$ cat src/hw/rtl/fourth_order_second_derivative_core_assert.svh
// Assertion macros shared by the derivative core RTL.
`ifndef FOURTH_ORDER_SECOND_DERIVATIVE_CORE_ASSERT_SVH
`define FOURTH_ORDER_SECOND_DERIVATIVE_CORE_ASSERT_SVH

`ifndef SYNTHESIS
`define FOSD_ASSERT(lbl, prop, msg) \
    lbl: assert property (@(posedge i_clk) disable iff (!i_rst_n) prop) else $error(msg);
`define FOSD_ASSERT_RST(lbl, prop, msg) \
    lbl: assert property (@(posedge i_clk) prop) else $error(msg);
`else
`define FOSD_ASSERT(lbl, prop, msg)
`define FOSD_ASSERT_RST(lbl, prop, msg)
`endif

`endif

$ cat src/hw/rtl/fosd_pkg.sv
`timescale 1ns / 1ps

package fosd_pkg;

    localparam int MAX_VARS   = 8;
    localparam int MAX_POINTS = 4096;
    localparam int MAX_GHOSTS = 8;

    localparam int CFG_IDX_W  = 2;
    localparam int CFG_DATA_W = 13;
    localparam int CFG_NV_W   = 4;
    localparam int CFG_NP_W   = 13;
    localparam int CFG_NG_W   = 4;

    localparam logic [CFG_IDX_W-1:0] CFG_NUM_VARS     = 2'd0;
    localparam logic [CFG_IDX_W-1:0] CFG_LINE_POINTS  = 2'd1;
    localparam logic [CFG_IDX_W-1:0] CFG_GHOST_POINTS = 2'd2;

    localparam int VAR_IDX_W = 3;
    localparam int PT_IDX_W  = 12;

    typedef struct packed {
        logic                 line_end;
        logic [PT_IDX_W-1:0]  point_idx;
        logic [VAR_IDX_W-1:0] var_idx;
    } t_meta;

endpackage

$ cat src/hw/rtl/fosd_ram.sv
`timescale 1ns / 1ps

module fosd_ram #(
    parameter int WIDTH = 32,
    parameter int DEPTH = 8,
    localparam int AW = (DEPTH > 1) ? $clog2(DEPTH) : 1
) (
    input  logic             i_clk,
    input  logic             i_wr_en,
    input  logic [AW-1:0]    i_wr_addr,
    input  logic [WIDTH-1:0] i_wr_data,
    input  logic             i_rd_en,
    input  logic [AW-1:0]    i_rd_addr,
    output logic [WIDTH-1:0] o_rd_data
);

    logic [WIDTH-1:0] r_mem [DEPTH];
    logic [WIDTH-1:0] r_rd_data;

    always_ff @(posedge i_clk) begin
        if (i_wr_en) begin
            r_mem[i_wr_addr] <= i_wr_data;
        end
        if (i_rd_en) begin
            r_rd_data <= r_mem[i_rd_addr];
        end
    end

    assign o_rd_data = r_rd_data;

endmodule

$ cat src/hw/rtl/fosd_front.sv
`timescale 1ns / 1ps
`include "fourth_order_second_derivative_core_assert.svh"

module fosd_front import fosd_pkg::*; #(
    parameter int SAMPLE_WIDTH = 32,
    localparam int SUM_W = SAMPLE_WIDTH + 7
) (
    input  logic                    i_clk,
    input  logic                    i_rst_n,
    input  logic                    i_cfg_valid,
    output logic                    o_cfg_ready,
    input  logic [CFG_IDX_W-1:0]    i_cfg_index,
    input  logic [CFG_DATA_W-1:0]   i_cfg_data,
    input  logic                    i_valid,
    output logic                    o_ready,
    input  logic [SAMPLE_WIDTH-1:0] i_sample,
    input  logic                    i_line_start,
    output logic                    o_valid,
    input  logic                    i_ready,
    output logic signed [SUM_W-1:0] o_sum,
    output t_meta                   o_meta
);

    localparam int SW        = SAMPLE_WIDTH;
    localparam int ROW_W     = 4 * SW;
    localparam int VC_W      = (MAX_VARS > 1) ? $clog2(MAX_VARS) : 1;
    localparam int VCMP_W    = ((VC_W > CFG_NV_W) ? VC_W : CFG_NV_W) + 1;
    localparam int POINT_CAP = MAX_POINTS + 2 * MAX_GHOSTS + 2;
    localparam int PC_W      = $clog2(POINT_CAP + 1);
    localparam int PW        = PC_W + 1;
    localparam int NP_EW     = $clog2(MAX_POINTS + 1);
    localparam int NG_EW     = $clog2(MAX_GHOSTS + 1);

    logic [CFG_NV_W-1:0] r_num_vars;
    logic [CFG_NP_W-1:0] r_line_points;
    logic [CFG_NG_W-1:0] r_ghost_points;

    logic [CFG_NV_W-1:0] eff_nv;
    logic [NP_EW-1:0]    eff_np;
    logic [NG_EW-1:0]    eff_ng;

    logic [VC_W-1:0]     r_var_cnt;
    logic [PC_W-1:0]     r_pt_cnt;
    logic [VC_W-1:0]     cur_vc;
    logic [PC_W-1:0]     cur_pc;
    logic [VC_W-1:0]     n_var_cnt;
    logic [PC_W-1:0]     n_pt_cnt;
    logic                last_var;
    logic [PW-1:0]       centre;
    logic [PW-1:0]       idx;
    logic [PW+11:0]      idx_ext;
    logic [VC_W+2:0]     vc_ext;
    logic                produce;
    t_meta               meta;

    logic                accept;
    logic                s1_fire;
    logic                r_s1_valid;
    logic                r_s1_produce;
    logic                r_s1_fwd;
    logic                r_s1_row_ok;
    logic [VC_W-1:0]     r_s1_v;
    logic [SW-1:0]       r_s1_x;
    t_meta               r_s1_meta;
    logic [ROW_W-1:0]    r_fwd_row;
    logic [MAX_VARS-1:0] r_row_valid;

    logic [ROW_W-1:0]    ram_q;
    logic [ROW_W-1:0]    row;
    logic [ROW_W-1:0]    new_row;

    logic signed [SW-1:0]    h0, h1, h2, h3, xs;
    logic signed [SUM_W-1:0] e0, e1, e2, e3, e4;

    assign o_cfg_ready = 1'b1;

    always_ff @(posedge i_clk) begin
        if (!i_rst_n) begin
            r_num_vars     <= 4'd1;
            r_line_points  <= 13'd1;
            r_ghost_points <= 4'd2;
        end else if (i_cfg_valid) begin
            unique case (i_cfg_index)
                CFG_NUM_VARS:     r_num_vars     <= i_cfg_data[CFG_NV_W-1:0];
                CFG_LINE_POINTS:  r_line_points  <= i_cfg_data[CFG_NP_W-1:0];
                CFG_GHOST_POINTS: r_ghost_points <= i_cfg_data[CFG_NG_W-1:0];
                default: ;
            endcase
        end
    end

    always_comb begin
        priority if (r_num_vars == '0) begin
            eff_nv = CFG_NV_W'(1);
        end else if (32'(r_num_vars) > MAX_VARS) begin
            eff_nv = CFG_NV_W'(MAX_VARS);
        end else begin
            eff_nv = r_num_vars;
        end

        priority if (r_line_points == '0) begin
            eff_np = NP_EW'(1);
        end else if (32'(r_line_points) > MAX_POINTS) begin
            eff_np = NP_EW'(MAX_POINTS);
        end else begin
            eff_np = NP_EW'(r_line_points);
        end

        priority if (32'(r_ghost_points) < 32'd2) begin
            eff_ng = NG_EW'(2);
        end else if (32'(r_ghost_points) > MAX_GHOSTS) begin
            eff_ng = NG_EW'(MAX_GHOSTS);
        end else begin
            eff_ng = NG_EW'(r_ghost_points);
        end
    end

    // position of the incoming sample; a line start restarts both counters
    always_comb begin
        cur_vc   = i_line_start ? '0 : r_var_cnt;
        cur_pc   = i_line_start ? '0 : r_pt_cnt;
        last_var = (VCMP_W'(cur_vc) + VCMP_W'(1)) >= VCMP_W'(eff_nv);
        centre   = PW'(cur_pc) - PW'(2);
        idx      = centre - PW'(eff_ng);
        produce  = (PW'(cur_pc) >= PW'(4)) && (centre >= PW'(eff_ng))
                   && (centre < (PW'(eff_ng) + PW'(eff_np)));
        idx_ext  = {12'd0, idx};
        vc_ext   = {3'd0, cur_vc};

        meta.var_idx   = vc_ext[VAR_IDX_W-1:0];
        meta.point_idx = idx_ext[PT_IDX_W-1:0];
        meta.line_end  = (idx == (PW'(eff_np) - PW'(1))) && last_var;

        if (last_var) begin
            n_var_cnt = '0;
            n_pt_cnt  = (cur_pc < PC_W'(POINT_CAP)) ? cur_pc + PC_W'(1) : cur_pc;
        end else begin
            n_var_cnt = cur_vc + VC_W'(1);
            n_pt_cnt  = cur_pc;
        end
    end

    assign s1_fire = r_s1_valid && (!r_s1_produce || i_ready);
    assign o_ready = !r_s1_valid || s1_fire;
    assign accept  = i_valid && o_ready;

    always_ff @(posedge i_clk) begin
        if (!i_rst_n) begin
            r_var_cnt   <= '0;
            r_pt_cnt    <= '0;
            r_s1_valid  <= 1'b0;
            r_row_valid <= '0;
        end else begin
            if (accept) begin
                r_var_cnt <= n_var_cnt;
                r_pt_cnt  <= n_pt_cnt;
            end
            if (o_ready) begin
                r_s1_valid <= i_valid;
            end
            if (s1_fire) begin
                r_row_valid[r_s1_v] <= 1'b1;
            end
        end
    end

    // stage 1 always leaves when a new sample enters, so a row it writes
    // back in that cycle is forwarded instead of read from the RAM
    always_ff @(posedge i_clk) begin
        if (accept) begin
            r_s1_x       <= i_sample;
            r_s1_v       <= cur_vc;
            r_s1_meta    <= meta;
            r_s1_produce <= produce;
            r_s1_fwd     <= r_s1_valid && (r_s1_v == cur_vc);
            r_s1_row_ok  <= r_row_valid[cur_vc];
            r_fwd_row    <= new_row;
        end
    end

    fosd_ram #(
        .WIDTH (ROW_W),
        .DEPTH (MAX_VARS)
    ) u_hist (
        .i_clk     (i_clk),
        .i_wr_en   (s1_fire),
        .i_wr_addr (r_s1_v),
        .i_wr_data (new_row),
        .i_rd_en   (accept),
        .i_rd_addr (cur_vc),
        .o_rd_data (ram_q)
    );

    always_comb begin
        priority if (r_s1_fwd) begin
            row = r_fwd_row;
        end else if (r_s1_row_ok) begin
            row = ram_q;
        end else begin
            row = '0;
        end

        h0 = row[SW-1:0];
        h1 = row[2*SW-1:SW];
        h2 = row[3*SW-1:2*SW];
        h3 = row[4*SW-1:3*SW];
        xs = r_s1_x;

        new_row = {r_s1_x, row[4*SW-1:SW]};

        e0 = SUM_W'(h0);
        e1 = SUM_W'(h1);
        e2 = SUM_W'(h2);
        e3 = SUM_W'(h3);
        e4 = SUM_W'(xs);

        o_sum = (e1 <<< 4) + (e3 <<< 4) - (e2 <<< 5) + (e2 <<< 1) - e0 - e4;
    end

    assign o_valid = r_s1_valid && r_s1_produce;
    assign o_meta  = r_s1_meta;

    `FOSD_ASSERT(a_start, accept && i_line_start |=> r_s1_valid && !o_valid, "start gave a result")
    `FOSD_ASSERT(a_s1_hold, r_s1_valid && !s1_fire |=> r_s1_valid && $stable(r_s1_x), "item lost")

endmodule

$ cat src/hw/rtl/fosd_div12.sv
`timescale 1ns / 1ps
`include "fourth_order_second_derivative_core_assert.svh"

module fosd_div12 import fosd_pkg::*; #(
    parameter int SAMPLE_WIDTH = 32,
    localparam int SUM_W = SAMPLE_WIDTH + 7
) (
    input  logic                    i_clk,
    input  logic                    i_rst_n,
    input  logic                    i_valid,
    output logic                    o_ready,
    input  logic signed [SUM_W-1:0] i_sum,
    input  t_meta                   i_meta,
    output logic                    o_valid,
    input  logic                    i_ready,
    output logic [SAMPLE_WIDTH-1:0] o_result,
    output t_meta                   o_meta
);

    localparam int SW  = SAMPLE_WIDTH;
    localparam int WW  = SW + 1;
    localparam int K   = 2 * ((WW + 1) / 4);
    localparam int HW  = WW - K;
    localparam int CW  = HW + 1;
    localparam int PRW = 2 * CW + 1;

    // 2^K = 3*R + 1, so w/3 = a*R + (a + b)/3 with w = a*2^K + b
    localparam logic [K-1:0]     DIV3_R  = K'(((64'd1 << K) - 64'd1) / 64'd3);
    localparam logic [CW:0]      DIV3_M  = (CW + 1)'((64'd1 << (CW + 2)) / 64'd3 + 64'd1);
    localparam logic [SUM_W-1:0] SAT_LIM = SUM_W'(3) << (SW + 1);
    localparam logic [SW-1:0]    RES_MAX = {1'b0, {(SW - 1){1'b1}}};
    localparam logic [SW-1:0]    RES_MIN = {1'b1, {(SW - 1){1'b0}}};

    logic             en2, en3, en4, en_out;

    logic             r2_valid, r2_neg, r2_sat;
    logic [WW-1:0]    r2_w;
    t_meta            r2_meta;

    logic             r3_valid, r3_neg, r3_sat;
    logic [WW-1:0]    r3_prod;
    logic [CW-1:0]    r3_c;
    t_meta            r3_meta;

    logic             r4_valid, r4_neg, r4_sat;
    logic [WW-1:0]    r4_q;
    t_meta            r4_meta;

    logic             r_out_valid;
    logic [SW-1:0]    r_out_sd;
    t_meta            r_out_meta;

    logic             neg;
    logic [SUM_W-1:0] mag6;
    logic [HW-1:0]    a_hi;
    logic [K-1:0]     b_lo;
    logic [PRW-1:0]   cm;
    logic [SW-1:0]    q_lo;
    logic [SW-1:0]    n_out_sd;

    assign en_out  = !r_out_valid || i_ready;
    assign en4     = !r4_valid || en_out;
    assign en3     = !r3_valid || en4;
    assign en2     = !r2_valid || en3;
    assign o_ready = en2;

    always_comb begin
        neg  = i_sum[SUM_W-1];
        // |s| + 6, with -s = ~s + 1
        mag6 = (neg ? ~i_sum : i_sum) + (neg ? SUM_W'(7) : SUM_W'(6));
        a_hi = r2_w[WW-1:K];
        b_lo = r2_w[K-1:0];
        cm   = PRW'(r3_c) * PRW'(DIV3_M);
        q_lo = r4_q[SW-1:0];
        priority if (r4_sat) begin
            n_out_sd = r4_neg ? RES_MIN : RES_MAX;
        end else if (r4_neg) begin
            n_out_sd = ~q_lo + SW'(1);
        end else begin
            n_out_sd = q_lo;
        end
    end

    always_ff @(posedge i_clk) begin
        if (!i_rst_n) begin
            r2_valid    <= 1'b0;
            r3_valid    <= 1'b0;
            r4_valid    <= 1'b0;
            r_out_valid <= 1'b0;
        end else begin
            if (en2) begin
                r2_valid <= i_valid;
            end
            if (en3) begin
                r3_valid <= r2_valid;
            end
            if (en4) begin
                r4_valid <= r3_valid;
            end
            if (en_out) begin
                r_out_valid <= r4_valid;
            end
        end
    end

    always_ff @(posedge i_clk) begin
        if (en2) begin
            r2_neg  <= neg;
            r2_sat  <= mag6 >= SAT_LIM;
            r2_w    <= mag6[WW+1:2];
            r2_meta <= i_meta;
        end
        if (en3) begin
            r3_neg  <= r2_neg;
            r3_sat  <= r2_sat;
            r3_prod <= WW'(a_hi) * WW'(DIV3_R);
            r3_c    <= CW'(a_hi) + CW'(b_lo);
            r3_meta <= r2_meta;
        end
        if (en4) begin
            r4_neg  <= r3_neg;
            r4_sat  <= r3_sat;
            r4_q    <= r3_prod + WW'(cm[PRW-1:CW+2]);
            r4_meta <= r3_meta;
        end
        if (en_out) begin
            r_out_sd   <= n_out_sd;
            r_out_meta <= r4_meta;
        end
    end

    assign o_valid  = r_out_valid;
    assign o_result = r_out_sd;
    assign o_meta   = r_out_meta;

    `FOSD_ASSERT(a_quot_range, (r4_valid && !r4_sat) |-> (r4_q[WW-1:SW-1] == '0), "unsaturated quotient out of range")
    `FOSD_ASSERT_RST(a_out_reset, !i_rst_n |=> !r_out_valid, "result valid after reset")

endmodule

$ cat src/hw/rtl/fourth_order_second_derivative_core.sv
`timescale 1ns / 1ps

// Five-point fourth-order second derivative over streamed grid lines. Send
// each line with its ghost points, variables interleaved, tuser high on the
// first sample; each interior point gives one result per variable,
// round((-f[i-2] + 16f[i-1] - 30f[i] + 16f[i+1] - f[i+2]) / 12), saturated,
// issued when f[i+2] arrives, with tlast on the last result of the line. The
// core takes one sample every cycle unless the output stalls; a result
// passes through one register for the history RAM read and four in the
// round/divide-by-12 pipeline. The history is a MAX_VARS-row RAM, one
// row read and written per sample with forwarding between back-to-back
// samples of one variable; per-row valid bits stand in for its reset, so
// no clearing pass is needed. The config port is always ready; write
// registers only between lines while the core is idle.
module fourth_order_second_derivative_core import fosd_pkg::*; #(
    parameter int SAMPLE_WIDTH = 32,
    localparam int IN_TDATA_W  = ((SAMPLE_WIDTH + 7) / 8) * 8,
    localparam int OUT_TDATA_W = ((SAMPLE_WIDTH + PT_IDX_W + 7) / 8) * 8
) (
    input  logic                   i_clk,
    input  logic                   i_rst_n,
    input  logic                   i_cfg_valid,
    output logic                   o_cfg_ready,
    input  logic [CFG_IDX_W-1:0]   i_cfg_index,
    input  logic [CFG_DATA_W-1:0]  i_cfg_data,
    input  logic                   s_axis_tvalid,
    output logic                   s_axis_tready,
    input  logic [IN_TDATA_W-1:0]  s_axis_tdata,  // sample
    input  logic                   s_axis_tuser,  // line_start
    output logic                   m_axis_tvalid,
    input  logic                   m_axis_tready,
    output logic [OUT_TDATA_W-1:0] m_axis_tdata,  // second_derivative, point_index
    output logic [VAR_IDX_W-1:0]   m_axis_tuser,  // variable_index
    output logic                   m_axis_tlast
);

    localparam int SUM_W = SAMPLE_WIDTH + 7;

    logic                    sum_valid;
    logic                    sum_ready;
    logic signed [SUM_W-1:0] sum;
    t_meta                   sum_meta;
    logic [SAMPLE_WIDTH-1:0] result;
    t_meta                   res_meta;

    fosd_front #(
        .SAMPLE_WIDTH (SAMPLE_WIDTH)
    ) u_front (
        .i_clk        (i_clk),
        .i_rst_n      (i_rst_n),
        .i_cfg_valid  (i_cfg_valid),
        .o_cfg_ready  (o_cfg_ready),
        .i_cfg_index  (i_cfg_index),
        .i_cfg_data   (i_cfg_data),
        .i_valid      (s_axis_tvalid),
        .o_ready      (s_axis_tready),
        .i_sample     (s_axis_tdata[SAMPLE_WIDTH-1:0]),
        .i_line_start (s_axis_tuser),
        .o_valid      (sum_valid),
        .i_ready      (sum_ready),
        .o_sum        (sum),
        .o_meta       (sum_meta)
    );

    fosd_div12 #(
        .SAMPLE_WIDTH (SAMPLE_WIDTH)
    ) u_div12 (
        .i_clk    (i_clk),
        .i_rst_n  (i_rst_n),
        .i_valid  (sum_valid),
        .o_ready  (sum_ready),
        .i_sum    (sum),
        .i_meta   (sum_meta),
        .o_valid  (m_axis_tvalid),
        .i_ready  (m_axis_tready),
        .o_result (result),
        .o_meta   (res_meta)
    );

    assign m_axis_tdata = OUT_TDATA_W'({res_meta.point_idx, result});
    assign m_axis_tuser = res_meta.var_idx;
    assign m_axis_tlast = res_meta.line_end;

endmodule
$ cat config.mk
export PLATFORM = sky130hd
export DESIGN_NAME = fourth_order_second_derivative_core
export DESIGN_NICKNAME = d
export VERILOG_FILES = /design/src/hw/rtl/fosd_pkg.sv /design/src/hw/rtl/fosd_ram.sv /design/src/hw/rtl/fosd_front.sv /design/src/hw/rtl/fosd_div12.sv /design/src/hw/rtl/fourth_order_second_derivative_core.sv
export VERILOG_INCLUDE_DIRS = /design/src /design/src/hw/rtl
export SDC_FILE = /design/constraint.sdc
export NUM_CORES = 2
export LEC_CHECK = 0
export ABC_AREA = 1
export BUFFER_PORTS_ARGS = -buffer_cell sky130_fd_sc_hd__buf_2
export CORE_MARGIN = 2
export CORE_UTILIZATION = 30
export CTS_CLUSTER_DIAMETER = 80
export DETAILED_ROUTE_END_ITERATION = 6
export RECOVER_POWER = 50
export SLEW_MARGIN = 15
export SYNTH_ARGS = -nofsm -noshare
export SYNTH_HDL_FRONTEND = slang
export SYNTH_SLANG_ARGS = --single-unit
$ cat constraint.sdc
create_clock -name i_clk -period 15.6 [get_ports i_clk]
set_input_delay 1.56 -clock i_clk [delete_from_list [all_inputs] [get_ports i_clk]]
set_output_delay 1.56 -clock i_clk [all_outputs]
set_load 0.01 [all_outputs]
# == Word level (Yosys, flattened, before mapping) ==
# Memory sizes are Yosys's and may differ from the RTL's. A register that Yosys moved wholly into a read port is not among the register bits.
# Cells that the tools add are included.
# Widths: inputs -> output; s select.
# word_totals
ram_bits,1024
memories,1
reg_bits,446
# mem_list
name,words,width,read_ports,rd_clocked_by_memory_dff,write_ports,line,text
u_front.u_hist.r_mem,8,128,1,1,1,fosd_ram.sv:17,logic [WIDTH-1:0] r_mem [DEPTH];
# classes
eq_ne,4
add_sub_neg,16
bitwise,3
n_reduce_logical,26
n_lt_le_gt_ge,13
n_mux,24
multipliers,2
# ops
op,n
$mux 128,2
$mux 32,3
$sub 39x32->39,2
$mux 13,5
$add 39x33->39,1
$add 39x39->39,1
$ge 39x35->1 const B,1
$mux 39,1
$not 39->39,1
$sub 37x37->38,1
$add 36x36->37,1
$mul 18x18->36 const B,1
$add 32x1->32 const B,1
$add 32x17->32,1
$mul 17x15->32 const B,1
$not 32->32,1
$add 17x16->18,1
$mux 4,4
$add 4x13->14,1
$eq 14x14->1,1
$ge 14x4->1,1
$lt 14x14->1,1
$sub 13x1->14 const B,1
$sub 13x2->14 const B,1
other kinds (27),53

# == Logic depth before layout (Yosys ltp) ==
# depth
ltp_word,11
mapped_depth,50

# == Modules after synthesis ==
# A second synthesis with hierarchy kept.
# unflattened
cells_unflattened,8905
area_unflattened_um2,87810.5
# modules_own_cells
module,area_each_um2,cells_each,instances,seq_area_each_um2
fosd_ram,48358.9,4570,1,34593.2
fosd_div12,22526.6,2473,1,6596.3
fosd_front,16891.2,1857,1,6296.0
fourth_order_second_derivative_core,33.8,5,1,0.0

# == Worst setup path before layout ==
# Ideal clock, no wire load.
# synth_timing
path_kind,in2reg
from,input m_axis_tready
to,register u_front.r_pt_cnt[1]
t_arrival_ns,12.409
t_required_ns,15.483
path_stages,14
path_slack_ns,3.073
setup_time_ns,0.117
cell_sequence,nor2_1 -> inv_1 -> nor2_1 -> inv_1 -> nor2_1 -> inv_1 -> nor2_1 -> nand3_1 -> nand2_1 -> clkbuf_1 -> inv_1 -> o21ai_0 -> nand2_1 -> inv_1
# synth_between
elab_chain_len,8
# synth_lines
item,line,text
"start, declared",fourth_order_second_derivative_core.sv:31,"input logic m_axis_tready,"
$logic_or 1x1->1,fosd_div12.sv:61,assign en_out = !r_out_valid || i_ready;
named net u_div12.en_out,fosd_div12.sv:34,"logic en2, en3, en4, en_out;"
$logic_or 1x1->1,fosd_div12.sv:62,assign en4 = !r4_valid || en_out;
named net u_div12.en4,fosd_div12.sv:34,
$logic_or 1x1->1,fosd_div12.sv:63,assign en3 = !r3_valid || en4;
named net u_div12.en3,fosd_div12.sv:34,
$logic_or 1x1->1,fosd_div12.sv:64,assign en2 = !r2_valid || en3;
$logic_or 1x1->1,fosd_front.sv:143,assign s1_fire = r_s1_valid && (!r_s1_produce || i_ready);
$logic_and 1x1->1,fosd_front.sv:143,
$logic_or 1x1->1,fosd_front.sv:144,assign o_ready = !r_s1_valid || s1_fire;
named net s_axis_tready,fourth_order_second_derivative_core.sv:27,"output logic s_axis_tready,"
$logic_and 1x1->1,fosd_front.sv:145,assign accept = i_valid && o_ready;
named net u_front.accept,fosd_front.sv:56,logic accept;
"end signal, assigned",fosd_front.sv:156,r_pt_cnt <= n_pt_cnt;
"end, declared",fosd_front.sv:43,logic [PC_W-1:0] r_pt_cnt;
# The timed path passes the listed nets, and every way through them passes these cells.
# A chain may end at the register's enable or synchronous reset.

# == Worst setup path after layout ==
# layout_timing
from,register u_front.r_s1_fwd
to,"register u_div12.r2_sat, data pin"
# layout_rtl
item,line,text
"start, declared",fosd_front.sv:60,logic r_s1_fwd;
"start signal, assigned",fosd_front.sv:175,r_s1_fwd <= r_s1_valid && (r_s1_v == cur_vc);
$mux 128 (*),fosd_front.sv:195,priority if (r_s1_fwd) begin
named net u_front.row[65],fosd_front.sv:69,logic [ROW_W-1:0] row;
$sub 37x37->38,fosd_front.sv:217,o_sum = (e1 <<< 4) + (e3 <<< 4) - (e2 <<< 5) + (e2 <<< 1) - e0 - e4;
$add 39x33->39 (*),fosd_front.sv:217,
$sub 39x32->39 (*) (2 in series),fosd_front.sv:217,
$not 39->39,fosd_div12.sv:70,mag6 = (neg ? ~i_sum : i_sum) + (neg ? SUM_W'(7) : SUM_W'(6));
$mux 39,fosd_div12.sv:70,
$add 39x39->39 (*),fosd_div12.sv:70,
$ge 39x35->1 (*),fosd_div12.sv:109,r2_sat <= mag6 >= SAT_LIM;
"end signal, assigned",fosd_div12.sv:109,
"end, declared",fosd_div12.sv:36,"logic r2_valid, r2_neg, r2_sat;"
# Mark *: on every way through the listed nets, which the timed path passes. The rest lies on a longest branch.

==> summary.txt <==
Worst setup path
  – Crit path largest cell delay: 1.13 ns
  – Most used cell, CP: nand2_1
  – Worst Path Required: 16.09 ns
  – R2R depth: 46
  – Reg2Reg Launch Point: u_front.r_s1_fwd
  – Nature of the critical path endpoint: register
  – Critical path launch point type: register
  – Reg2reg end: u_div12.r2_sat
  – R2R setup slack: 4.21 ns
  – Largest driver fanout on the critical path: 99
  – WS Path Type: register to register
  – Critical Path Slowest Stage Cell: clkbuf_1
  – Critical path arrival: 11.88 ns

Yosys
  – Synth Area in Adders: 13.6%
  – Main combinational cell family by area after synthesis: adder cells
  – Cells after synthesis: 7225
  – Post-Syn Area per Cell: 11.4 um^2
  – Simple-Gate Fraction of Synth Area: 11.1%
  – Mux cell area share after synthesis: 0%
  – Yosys synthesis warning count: 0
  – Asr flop ratio synth: 0%
  – XOR/XNOR Fraction of Synth Area: 2.73%
  – Most used DFF post-synth: edfxtp_1
  – Post-Syn Area: 82000 um^2
  – Synth unique cells: 65
  – Compound-gate portion of the synthesized area: 9.34%
  – Synth Register Bits: 1598
  – EDFF count, synth: 1548
  – Register area share after synthesis: 57.9%

Timing
  – FMAX: 0.0878 GHz
  – Final Critical Period: 11.39 ns
  – Worst Tran Pin Value: 4.65 ns
  – RSZ-0062 raised after global routing: false
  – Final worst slack: 4.21 ns
  – Final Hold Viols: 0
  – Setup-failing EPs final: 0
  – Setup TNS: 0 ns
  – Tcrit/Tclk final: 73.0%
  – Relative slew slack: -212%
  – Slew Limit Fails: 529
  – Max Clock Skew: 0.103 ns

Clock network
  – CTS Buf Count: 161
  – Clock Latency Late Sink: 0.84 ns
  – Clock buffer depth: 3
  – Clock Sinks: 1598
  – Post-CTS Resized: 0
  – Clk slew on worst S/H paths: 0.06 ns
  – Root Buffer: clkbuf_16
  – Post-CTS setup buffer count: 0
  – Depth of the CTS H-tree: 4
  – Cts-stage hold buffer count: 0
  – CTS tree: yes

Global routing
  – Largest net degree at the start of global routing: 179
  – Initial antenna violation count: 5
  – Vias in the first global route: 53000
  – Gr usage total: 14.3%
  – Grt ovf: 0
  – First-pass GRT wire length: 313 mm

Status
  – Status: finished with violations
  – Failing checks: capacitance limit, slew limit

Finish
  – Nets: 8059
  – Inserted Diodes: 0
  – Layout cell share with drive strength beyond 1: 5.78%
  – Synth-to-Final Area Change: 11.6%

Floorplanning
  – Vert. Die Dim: 527 um
  – Rows: 191
  – Core area: 271000 um^2
  – IO Count: 108
  – DIE AREA: 278000 um^2
  – Initial Util: 30.2%
  – Die X: 527 um

Route
  – DRT Wirelength: 203 mm
  – DR WL/cell: 18.5 um
  – Met2 WL: 92.2 mm
  – Via count: 53200
  – Met3 wire length: 13.0 mm
  – Top routing layer in use: met4
  – DRT Pass-1 Iters: 6
  – Detail Route Antenna Nets: 0
  – Starting DRC count in detailed routing: 4967
  – Vias per std cell: 4.84
  – Met1 WL: 94.0 mm
  – DR DRC count: 0

Job
  – Max_cap viols: 9

Placed design
  – Dpl hpwl: 127 mm
  – Pre-CTS WS: 5.76 ns
  – GP Congestion: 0.882
  – IO Port Bufs: 102

Min path
  – Worst Hold Class: register to register
  – Worst Hold Depth: 0
  – Worst hold path startpoint: u_div12.r2_meta[3]
  – Hold Crit Endpoint: u_div12.r3_meta[3]
==> critical path, delay by kind of cell, from the launching register on <==
family / cells / cell delay [ns]
DFF: 1 / 0.35
buffers and inverters: 8 / 2.67
and+or+nand+nor: 21 / 2.79
AOI/OAI and AO/OA: 10 / 2.59
adders and majority gates: 6 / 2.34
xor gates and xnor gates: 1 / 0.12
==> Yosys cell counts (all sizes together), types with 3 or more instances <==
master / number / area, um^2
edfxtp: 1548 / 46500
nand2: 1103 / 4370
inv: 888 / 3330
nor2: 821 / 3220
o21ai: 630 / 3150
ha: 416 / 5200
fa: 296 / 5930
o22ai: 255 / 1600
clkbuf: 225 / 845
a21oi: 224 / 1140
xor2: 171 / 1520
nand3: 127 / 703
xnor2: 82 / 718
a22oi: 71 / 538
a22o: 61 / 534
dfxtp: 50 / 1000
nor3: 48 / 288
nand4: 37 / 238
buf: 32 / 213
o21a: 21 / 158
nor4: 17 / 113
o21bai: 16 / 120
nand3b: 15 / 113
a31oi: 14 / 87.6
a21o: 8 / 60.1
a21boi: 7 / 52.6
o31ai: 7 / 52.6
o211ai: 6 / 45.0
o221ai: 5 / 43.8
or2: 5 / 31.3
a211oi: 3 / 22.5
clkinv: 3 / 11.3
o2111ai: 3 / 26.3
==> kinds of logic (layout without fill, tap and decap cells) <==
kind of cell,after synthesis,in the layout
and+or+nand+nor,2177,2177
DFF,1598,1598
AOI/OAI and AO/OA,1335,1335
buffers and inverters,1148,1337
adders and majority gates,712,712
xor gates and xnor gates,253,253
other,2,6
==> placed cells by master, fill, tap and decap left out, types with 21 or more instances in the layout <==
cell,netlist,final
o21ai_0,627,627
a22oi_1,70,71
nor2_4,13,23
clkinv_1,3,28
a21oi_1,222,222
nor2_1,793,783
xnor2_1,82,82
clkbuf_1,225,122
ha_1,416,416
nor3_1,41,41
buf_2,1,37
nand4_1,36,36
o21a_1,21,21
xor2_1,168,168
edfxtp_1,1548,1548
fa_1,296,296
nand3_1,118,118
nand2_4,20,22
o22ai_1,255,255
nand2_2,27,27
clkbuf_16,0,162
nand2_1,1055,1053
dfxtp_1,50,50
buf_4,9,35
inv_1,876,872
a22o_1,61,61
clkinv_2,0,21
==> worst max-delay path by stage <==
stage / startpoint / end / slack, ns / cells past startpoint
2_1_floorplan: m_axis_tready / u_front.r_pt_cnt[1] / 3.07 / 14
3_3_place_gp: u_front.r_s1_fwd / u_div12.r2_sat / 5.79 / 48
3_5_place_dp: u_front.r_s1_fwd / u_div12.r2_sat / 5.76 / 46
4_1_cts: u_front.r_s1_fwd / u_div12.r2_sat / 5.67 / 46
5_1_grt: u_front.r_s1_fwd / u_div12.r2_sat / 3.32 / 46
6_report: u_front.r_s1_fwd / u_div12.r2_sat / 4.21 / 46
==> metrics by stage <==
step / util [%] / hold slack [ns] / instances / instance area (um^2)
5_1_grt: 33.7 / 0.409 / 11000 / 91600
2_1_floorplan: - / 0.400 / 7229 / 82000
6_report: 33.7 / 0.408 / 11000 / 91600
4_1_cts: 33.8 / 0.407 / 11000 / 91700
3_5_place_dp: 31.9 / 0.405 / 10700 / 86600
3_3_place_gp: 31.9 / 0.402 / 10700 / 86600
==> state kept, by name (all words and copies together) (netlist names), 32 cells and up <==
register                  count
u_div12.r3_prod              32
u_div12.o_result             32
u_div12.r4_q                 32
u_front.u_hist.o_rd_data    128
u_front.r_s1_x               32
u_front.u_hist.r_mem       1024
u_div12.r2_w                 33
u_front.r_fwd_row           128
==> final cells by class <==
| cell class | count | area (um^2) |
|---|---|---|
| clock buffers | 207 | 4240 |
| clock inverters | 80 | 882 |
| fillers | 26900 | 180000 |
| inverters | 891 | 3360 |
| multi-input cells | 4483 | 30200 |
| flip-flops and latches | 1598 | 47500 |
| well taps | 3570 | 4470 |
| repair buffers | 159 | 905 |
==> layer usage <==
layer / up-vias / GRT usage [%]
met3: 240 / 2.00
met1: 26300 / 20.6
met4: 0 / 3.18
met2: 1660 / 22.9
li1: 25000 / -
met5: - / 0
Power is left out: the tool's default activity adds up to more than one toggle a clock period on the data nets, which glitch-free logic cannot reach.
